<file path="src/hw/rtl/smw_pkg.sv">
// Shared constants, types and helper functions of the SPI master word shifter.
package smw_pkg;

	localparam int MAX_WORD_BITS = 32;
	localparam int DIVIDER_BITS  = 9;
	localparam int COUNT_BITS    = $clog2(MAX_WORD_BITS + 1);
	localparam int INDEX_BITS    = $clog2(MAX_WORD_BITS);
	localparam int APB_ADDR_BITS = 4;
	localparam int APB_DATA_BITS = 32;

	typedef logic [MAX_WORD_BITS-1:0] word_t;
	typedef logic [DIVIDER_BITS-1:0]  div_t;
	typedef logic [COUNT_BITS-1:0]    count_t;
	typedef logic [INDEX_BITS-1:0]    index_t;

	// Word length codes; the reserved code falls back to 8 bits.
	typedef enum logic [1:0] {
		WLEN_8  = 2'd0,
		WLEN_16 = 2'd1,
		WLEN_32 = 2'd2,
		WLEN_RSV = 2'd3
	} wlen_t;

	// Register index, taken from paddr[3:2].
	typedef enum logic [1:0] {
		REG_ENABLE  = 2'd0,
		REG_DIVIDER = 2'd1,
		REG_WLEN    = 2'd2,
		REG_MODE    = 2'd3
	} reg_idx_t;

	localparam logic FUNC_LOAD = 1'b1;

	function automatic count_t word_bits(input wlen_t wlen);
		count_t n;
		unique case (wlen)
			WLEN_16: n = count_t'(16);
			WLEN_32: n = count_t'(MAX_WORD_BITS);
			default: n = count_t'(8);
		endcase
		return n;
	endfunction

	function automatic word_t word_mask(input wlen_t wlen);
		word_t m;
		unique case (wlen)
			WLEN_16: m = word_t'(32'h0000_FFFF);
			WLEN_32: m = '1;
			default: m = word_t'(32'h0000_00FF);
		endcase
		return m;
	endfunction

	function automatic index_t msb_index(input wlen_t wlen);
		count_t n;
		n = word_bits(wlen);
		return index_t'(n - count_t'(1));
	endfunction

endpackage

</file>
<file path="src/hw/rtl/smw_if.sv">
// Valid/ready channel interfaces for the tick input and the result output.
interface smw_tick_if;
	logic                 valid;
	logic                 ready;
	logic                 func;
	smw_pkg::word_t       tx_word;
	logic                 miso;

	modport source (output valid, func, tx_word, miso, input ready);
	modport sink   (input valid, func, tx_word, miso, output ready);
endinterface

interface smw_result_if;
	logic                 valid;
	logic                 ready;
	logic                 sck;
	logic                 mosi;
	logic                 busy_res;
	logic                 rx_valid;
	smw_pkg::word_t       rx_word;

	modport source (output valid, sck, mosi, busy_res, rx_valid, rx_word, input ready);
	modport sink   (input valid, sck, mosi, busy_res, rx_valid, rx_word, output ready);
endinterface

</file>
<file path="src/hw/rtl/spi_master_word_shifter.sv">
// SPI master word shifter: one peripheral clock tick per transfer on the input channel.
//
// Each input transfer is one tick of the serial engine and produces exactly one result
// transfer carrying SCK, MOSI, busy and, on the tick a word completes, the received word.
// The block sustains one tick per clock cycle while the result side accepts; a tick passes
// through an input register and then a result register, and both registers advance
// together whenever the result side accepts or is empty. Registers at byte addresses 0, 4,
// 8 and 12 hold enable, divider, word length and clock mode; they are meant to be written
// only while no ticks are in flight.
module spi_master_word_shifter (
	input  logic                                 clk,
	input  logic                                 arst_n,
	smw_tick_if.sink                             req,
	smw_result_if.source                         rsp,
	input  logic                                 psel,
	input  logic                                 penable,
	input  logic                                 pwrite,
	input  logic [smw_pkg::APB_ADDR_BITS-1:0]    paddr,
	input  logic [smw_pkg::APB_DATA_BITS-1:0]    pwdata,
	output logic [smw_pkg::APB_DATA_BITS-1:0]    prdata,
	output logic                                 pready
);

	// Configuration registers.
	logic                 enable_q;
	smw_pkg::div_t        div_q;
	smw_pkg::wlen_t       wlen_q;
	logic [1:0]           mode_q;

	// Input stage.
	logic                 valid_s1;
	logic                 func_s1;
	smw_pkg::word_t       tx_s1;
	logic                 miso_s1;

	// Engine state.
	smw_pkg::div_t        tick_q;
	smw_pkg::count_t      bits_q;
	smw_pkg::word_t       txsh_q;
	smw_pkg::word_t       rxsh_q;
	logic                 level_q;
	logic                 active_q;

	// Result register.
	logic                 out_valid_q;
	logic                 sck_q;
	logic                 mosi_q;
	logic                 busy_q;
	logic                 rxv_q;
	smw_pkg::word_t       rxw_q;

	logic                 advance;
	logic                 step;
	logic                 wr_en;
	smw_pkg::reg_idx_t    reg_idx;

	smw_pkg::count_t      n;
	smw_pkg::word_t       mask;
	logic                 idle_lvl;
	logic                 late;
	logic                 at_idle;
	logic                 finish;

	smw_pkg::div_t        tick_n;
	smw_pkg::count_t      bits_n;
	smw_pkg::word_t       txsh_n;
	smw_pkg::word_t       rxsh_n;
	logic                 level_n;
	logic                 active_n;
	logic                 mosi_n;
	logic                 rxv_n;
	smw_pkg::word_t       rxw_n;

	assign pready  = 1'b1;
	assign reg_idx = smw_pkg::reg_idx_t'(paddr[3:2]);
	assign wr_en   = psel && penable && pwrite && pready;

	always_comb begin
		unique case (reg_idx)
			smw_pkg::REG_ENABLE:  prdata = {{(smw_pkg::APB_DATA_BITS-1){1'b0}}, enable_q};
			smw_pkg::REG_DIVIDER: prdata = {{(smw_pkg::APB_DATA_BITS-smw_pkg::DIVIDER_BITS){1'b0}},
				div_q};
			smw_pkg::REG_WLEN:    prdata = {{(smw_pkg::APB_DATA_BITS-2){1'b0}}, wlen_q};
			default:              prdata = {{(smw_pkg::APB_DATA_BITS-2){1'b0}}, mode_q};
		endcase
	end

	always_ff @(posedge clk or negedge arst_n) begin
		if (!arst_n) begin
			enable_q <= 1'b0;
			div_q    <= '0;
			wlen_q   <= smw_pkg::WLEN_8;
			mode_q   <= 2'b00;
		end else if (wr_en) begin
			unique case (reg_idx)
				smw_pkg::REG_ENABLE:  enable_q <= pwdata[0];
				smw_pkg::REG_DIVIDER: div_q    <= pwdata[smw_pkg::DIVIDER_BITS-1:0];
				smw_pkg::REG_WLEN:    wlen_q   <= smw_pkg::wlen_t'(pwdata[1:0]);
				default:              mode_q   <= pwdata[1:0];
			endcase
		end
	end

	// Both stages move together whenever the result register is free or being taken.
	assign advance   = !out_valid_q || rsp.ready;
	assign req.ready = !valid_s1 || advance;
	assign step      = valid_s1 && advance;

	always_ff @(posedge clk or negedge arst_n) begin
		if (!arst_n) begin
			valid_s1 <= 1'b0;
		end else if (req.ready) begin
			valid_s1 <= req.valid;
		end
	end

	always_ff @(posedge clk) begin
		if (req.ready && req.valid) begin
			func_s1 <= req.func;
			tx_s1   <= req.tx_word;
			miso_s1 <= req.miso;
		end
	end

	assign n        = smw_pkg::word_bits(wlen_q);
	assign mask     = smw_pkg::word_mask(wlen_q);
	assign idle_lvl = mode_q[1];
	assign late     = mode_q[0];
	assign at_idle  = (level_q == idle_lvl);

	always_comb begin
		tick_n   = tick_q;
		bits_n   = bits_q;
		txsh_n   = txsh_q;
		rxsh_n   = rxsh_q;
		level_n  = level_q;
		active_n = active_q;
		finish   = 1'b0;
		rxv_n    = 1'b0;
		rxw_n    = '0;
		if (!enable_q) begin
			active_n = 1'b0;
			tick_n   = '0;
			bits_n   = '0;
			level_n  = idle_lvl;
		end else if (!active_q) begin
			level_n = idle_lvl;
			if (func_s1 == smw_pkg::FUNC_LOAD) begin
				txsh_n   = tx_s1 & mask;
				rxsh_n   = '0;
				bits_n   = n;
				tick_n   = '0;
				active_n = 1'b1;
			end
		end else if (tick_q < div_q) begin
			tick_n = tick_q + smw_pkg::div_t'(1);
		end else begin
			tick_n = '0;
			if (!late) begin
				// Data changes on the trailing edge: sample and count there.
				level_n = !level_q;
				if (!at_idle) begin
					rxsh_n = {rxsh_q[smw_pkg::MAX_WORD_BITS-2:0], miso_s1};
					txsh_n = {txsh_q[smw_pkg::MAX_WORD_BITS-2:0], 1'b0};
					bits_n = bits_q - smw_pkg::count_t'(1);
					finish = (bits_n == '0);
				end
			end else if (at_idle && bits_q == '0) begin
				// Final idle half period samples the last bit.
				rxsh_n = {rxsh_q[smw_pkg::MAX_WORD_BITS-2:0], miso_s1};
				txsh_n = {txsh_q[smw_pkg::MAX_WORD_BITS-2:0], 1'b0};
				finish = 1'b1;
			end else if (at_idle) begin
				level_n = !level_q;
				// The first leading edge only starts the clock.
				if (bits_q < n) begin
					rxsh_n = {rxsh_q[smw_pkg::MAX_WORD_BITS-2:0], miso_s1};
					txsh_n = {txsh_q[smw_pkg::MAX_WORD_BITS-2:0], 1'b0};
				end
			end else begin
				level_n = !level_q;
				bits_n  = bits_q - smw_pkg::count_t'(1);
			end
			if (finish) begin
				rxv_n    = 1'b1;
				rxw_n    = rxsh_n & mask;
				active_n = 1'b0;
				level_n  = idle_lvl;
			end
		end
		mosi_n = active_n ? txsh_n[smw_pkg::msb_index(wlen_q)] : 1'b0;
	end

	always_ff @(posedge clk or negedge arst_n) begin
		if (!arst_n) begin
			tick_q   <= '0;
			bits_q   <= '0;
			txsh_q   <= '0;
			rxsh_q   <= '0;
			level_q  <= 1'b0;
			active_q <= 1'b0;
		end else if (step) begin
			tick_q   <= tick_n;
			bits_q   <= bits_n;
			txsh_q   <= txsh_n;
			rxsh_q   <= rxsh_n;
			level_q  <= level_n;
			active_q <= active_n;
		end
	end

	always_ff @(posedge clk or negedge arst_n) begin
		if (!arst_n) begin
			out_valid_q <= 1'b0;
		end else if (advance) begin
			out_valid_q <= valid_s1;
		end
	end

	always_ff @(posedge clk) begin
		if (step) begin
			sck_q  <= level_n;
			mosi_q <= mosi_n;
			busy_q <= active_n;
			rxv_q  <= rxv_n;
			rxw_q  <= rxw_n;
		end
	end

	assign rsp.valid    = out_valid_q;
	assign rsp.sck      = sck_q;
	assign rsp.mosi     = mosi_q;
	assign rsp.busy_res = busy_q;
	assign rsp.rx_valid = rxv_q;
	assign rsp.rx_word  = rxw_q;

endmodule

</file>
<file path="src/flat_wrapper.sv">
// flat-port wrapper written by rule: the top's interface ports become plain ports
module spi_master_word_shifter_flat 
  (clk, arst_n, psel, penable, pwrite, paddr, pwdata, prdata, pready, req_valid, req_func, req_tx_word, req_miso, req_ready, rsp_valid, rsp_sck, rsp_mosi, rsp_busy_res, rsp_rx_valid, rsp_rx_word, rsp_ready);
  smw_tick_if req_i ();
  smw_result_if rsp_i ();
  input  logic clk;
  input  logic arst_n;
  input  logic psel;
  input  logic penable;
  input  logic pwrite;
  input  logic [smw_pkg::APB_ADDR_BITS-1:0] paddr;
  input  logic [smw_pkg::APB_DATA_BITS-1:0] pwdata;
  output logic [smw_pkg::APB_DATA_BITS-1:0] prdata;
  output logic pready;
  input wire logic [$bits(req_i.valid)-1:0] req_valid;
  input wire logic [$bits(req_i.func)-1:0] req_func;
  input wire logic [$bits(req_i.tx_word)-1:0] req_tx_word;
  input wire logic [$bits(req_i.miso)-1:0] req_miso;
  output wire logic [$bits(req_i.ready)-1:0] req_ready;
  output wire logic [$bits(rsp_i.valid)-1:0] rsp_valid;
  output wire logic [$bits(rsp_i.sck)-1:0] rsp_sck;
  output wire logic [$bits(rsp_i.mosi)-1:0] rsp_mosi;
  output wire logic [$bits(rsp_i.busy_res)-1:0] rsp_busy_res;
  output wire logic [$bits(rsp_i.rx_valid)-1:0] rsp_rx_valid;
  output wire logic [$bits(rsp_i.rx_word)-1:0] rsp_rx_word;
  input wire logic [$bits(rsp_i.ready)-1:0] rsp_ready;
  assign req_i.valid = req_valid;
  assign req_i.func = req_func;
  assign req_i.tx_word = req_tx_word;
  assign req_i.miso = req_miso;
  assign req_ready = req_i.ready;
  assign rsp_valid = rsp_i.valid;
  assign rsp_sck = rsp_i.sck;
  assign rsp_mosi = rsp_i.mosi;
  assign rsp_busy_res = rsp_i.busy_res;
  assign rsp_rx_valid = rsp_i.rx_valid;
  assign rsp_rx_word = rsp_i.rx_word;
  assign rsp_i.ready = rsp_ready;
  spi_master_word_shifter u_core (.clk(clk), .arst_n(arst_n), .req(req_i), .rsp(rsp_i), .psel(psel), .penable(penable), .pwrite(pwrite), .paddr(paddr), .pwdata(pwdata), .prdata(prdata), .pready(pready));
endmodule
</file>
<file path="config.mk">
export PLATFORM = sky130hd
export DESIGN_NAME = spi_master_word_shifter_flat
export DESIGN_NICKNAME = d
export VERILOG_FILES = /design/src/hw/rtl/smw_pkg.sv /design/src/hw/rtl/smw_if.sv /design/src/hw/rtl/spi_master_word_shifter.sv /design/src/flat_wrapper.sv
export SDC_FILE = /design/constraint.sdc
export NUM_CORES = 1
export LEC_CHECK = 0
export BUFFER_PORTS_ARGS = -buffer_cell sky130_fd_sc_hd__buf_2
export CORE_MARGIN = 4
export CORE_UTILIZATION = 35
export DETAILED_ROUTE_END_ITERATION = 6
export SLEW_MARGIN = 20
export SYNTH_ARGS = -nofsm -noshare
export SYNTH_HDL_FRONTEND = slang
export SYNTH_SLANG_ARGS = --single-unit
</file>
<file path="constraint.sdc">
create_clock -name clk -period 5.6 [get_ports clk]
set_clock_uncertainty 0.2 [all_clocks]
set_input_delay 1.12 -clock clk [delete_from_list [all_inputs] [get_ports clk]]
set_output_delay 1.12 -clock clk [all_outputs]
set_load 0.005 [all_outputs]
</file>
==> flow_summary.toml <==
[critical_path]
r2r-end = "u_core.txsh_q[0]"
reg2reg_slack_ps = 1570
crit_required_ps = 5750
crit_start = "u_core.wlen_q[0]"
reg2reg_depth = 12
cp_data_arrival_time_ps = 4180
critPathLaunchType = "flop"
end_kind = "flop"
endpoint = "u_core.txsh_q[0]"
path_class = "flop to flop"
cp_max_fo = 29
reg2reg_from = "u_core.wlen_q[0]"

[cts]
ctsHoldBuffers = 0
path_clk_slew_ps = 70
cts-htree-levels = 4
cts_buffers = 17
cts_tree = "done"
clk_latency_ps = 420
cts_buffer_depth = 2
cts_resized = 0
cts.sinks = 167
cts_root_buf = "clkbuf_16"
post_cts_buffers = 0

[floorplanning]
start_util_pct = 35.9
row_count = 54
fp.coreArea_um2 = 22000
die_h_um = 158
design.portCount = 148
die_x_um = 158
dieArea_um2 = 25000

[min_path]
hp-class = "flop to flop"

[timing]
period_share_pct = 71.9
hold_viol = 0
relSlewSlack_pct = 37.3
fin_crit_ps = 4030
maxSlewViolCount = 0
tns_ps = 0
grt_setup_unrepaired = "no"
finalSetupViolations = 0
tightest_slew_ps = 940
max_freq_mhz = 248

[logic_synthesis]
synth.most_common_cell = "nand2_1"
synth_top_area_share_pct = 30.8
ys.warnings.count = 0
synth_enable_flop_cells = 70
synth_area_per_cell_um2 = 11.3
synth_flop_cell = "dfrtp_1"
syn_inst = 700
yosysUniqueCellTypes = 61
seq_area_frac_synth_pct = 57.5
synth_area_leaders = "dfrtp_1 31%, edfxtp_1 27%, a221oi_2 5.1%"
ys_ff_latch = 167
yosysTopAreaCell = "dfrtp_1"
syn_area_um2 = 7880
synth_common_cells = "101 x nand2_1, 97 x dfrtp_1, 80 x nor2_1"
async_flop_share_pct = 58.1

[drt]
ant_nets = 0
firstDrtPassIters = 5
routedWlPerCell_um = 15.3
drt_wl_total_um = 16600
drc = 0
num_vias = 5373
viasPerCell = 4.97
drt_iter0_drc = 257

[placement]
gp_congestion = 0.752
dpl.hpwl_um = 11000
numPortBuffers = 98
placedCellCount = 1049

[layout]
final_layout_size_suffix_gt1_share_pct = 23.2
syn_to_final_growth_pct = 15.3
fin_util_pct = 41.4
n_antenna_cell = 0
fin_cells = 1081
nNetsFinal = 881

[global_route]
grt_start_max_net_pins = 68
grt_pass1_vias = 5193
antenna_found_initial = 0
grt_overflow = 0
grt_usage_pct = 13.7
grt_first_pass_wirelength_um = 27200

[outcome]
status = "completed"

[pwr]
peakVddDrop_mv = 0.228
power_uw = 3690
power_density_nw_per_um2 = 406
leakagePower_uw = 0.00388

[job]
maxCapViolCount = 0
## power by group
group	total [µW]	switching (µW)	internal, µW
Sequential	1660	178	1480
Clock	1160	531	634
Combinational	861	553	308
Total	3690	1260	2420
## how the worst min path moves through the flow
stage                      from          endpoint  slack, ps  cells after the start
2_1_floorplan   u_core.tx_s1[0]  u_core.txsh_q[0]        240                      2
3_3_place_gp    u_core.valid_s1  u_core.rsp.valid        270                      1
3_5_place_dp    u_core.valid_s1  u_core.rsp.valid        270                      1
4_1_cts         u_core.valid_s1  u_core.rsp.valid        290                      1
5_1_grt        u_core.txsh_q[0]  u_core.txsh_q[0]        330                      2
6_report        u_core.valid_s1  u_core.rsp.valid        290                      1
## cell families (layout without fill, tap and decap cells)
family          count (synthesis)  after routing  synth area share [%]
compound gates                176            176                  18.3
xor+xnor                        6              6                 0.763
fa+ha+maj                      16             16                  2.54
buf+inv                        84            163                  6.04
flops                         167            167                  57.5
mux                             5              5                 0.858
other cells                     2             24                0.0953
simple gates                  244            244                  13.9
## worst max-delay path: stages (launching register included)
cell and delay (ps):
dfrtp_1 400, inv_1 100, ha_1 290, inv_1 70, ha_1 290, a21o_1 180, a31oi_1 430, o211ai_4 150
a221oi_4 250, buf_4 480, o211a_1 870, nand3_1 160, nand2_1 100
## metal layers
| metal | vias to the layer above | GRT usage (%) | part of all wire (%) |
|---|---|---|---|
| met3 | 10 | 3.01 | 4.1 |
| met4 | 0 | 4.02 | 0.98 |
| met5 | - | 0 | 0 |
| met2 | 118 | 21.1 | 48 |
| met1 | 2577 | 19.5 | 47 |
| li1 | 2668 | - | - |
## metrics by stage
| stage | setup slack (ps) | hold WS (ps) | area [µm²] |
|---|---|---|---|
| after floorplan | 2160 | 242 | 7960 |
| after detailed placement | 1530 | 273 | 8500 |
| after global routing | 1290 | 334 | 9080 |
| after global placement | 1550 | 266 | 8500 |
| after CTS | 1510 | 290 | 9080 |
| final | 1570 | 288 | 9080 |
## state kept, by name (all words and copies together) (netlist names)
register and cells:
u_core.tick_q 9, u_core.wlen_q 2, u_core.tx_s1 32, u_core.active_q 1
u_core.div_q 9, u_core.rsp.rx_word 32, u_core.rsp.valid 1, u_core.rsp.busy_res 1
u_core.mode_q 2, u_core.rxsh_q 32, u_core.rsp.mosi 1, u_core.level_q 1
u_core.bits_q 6, u_core.func_s1 1, u_core.enable_q 1, u_core.rsp.sck 1
u_core.valid_s1 1, u_core.txsh_q 32, u_core.rsp.rx_valid 1, u_core.miso_s1 1
## layout make-up
cell class | count | area, µm²
Timing Repair Buffer | 107 | 561
Inverter | 24 | 90.1
Multi-Input combinational cell | 471 | 2970
Clock inverter | 15 | 161
Clock buffer | 17 | 425
Tap cell | 280 | 350
Fill cell | 2105 | 12900
Sequential cell | 167 | 4530
## layout by cell type, fill, tap and decap left out, types with 3 or more instances in the layout
cell type and count:
clkbuf_16 17, inv_6 4, a31oi_1 6, dfrtp_1 97, a221oi_2 27, buf_4 10
inv_1 20, nand2b_1 8, a21oi_1 43, and2_1 12, nand3_1 12, inv_8 4
and3_1 3, nand2_1 101, o21ai_1 9, o2111ai_1 3, a22o_1 33, o21ai_0 25
conb_1 24, and4_1 3, o31ai_1 7, inv_2 4, mux2_2 4, edfxtp_1 70
nor3_1 6, ha_1 16, o211a_1 3, buf_2 97, nor2b_1 4, nor2_1 79
xor2_1 3
Note: power is estimated with default switching activity, not from simulation.
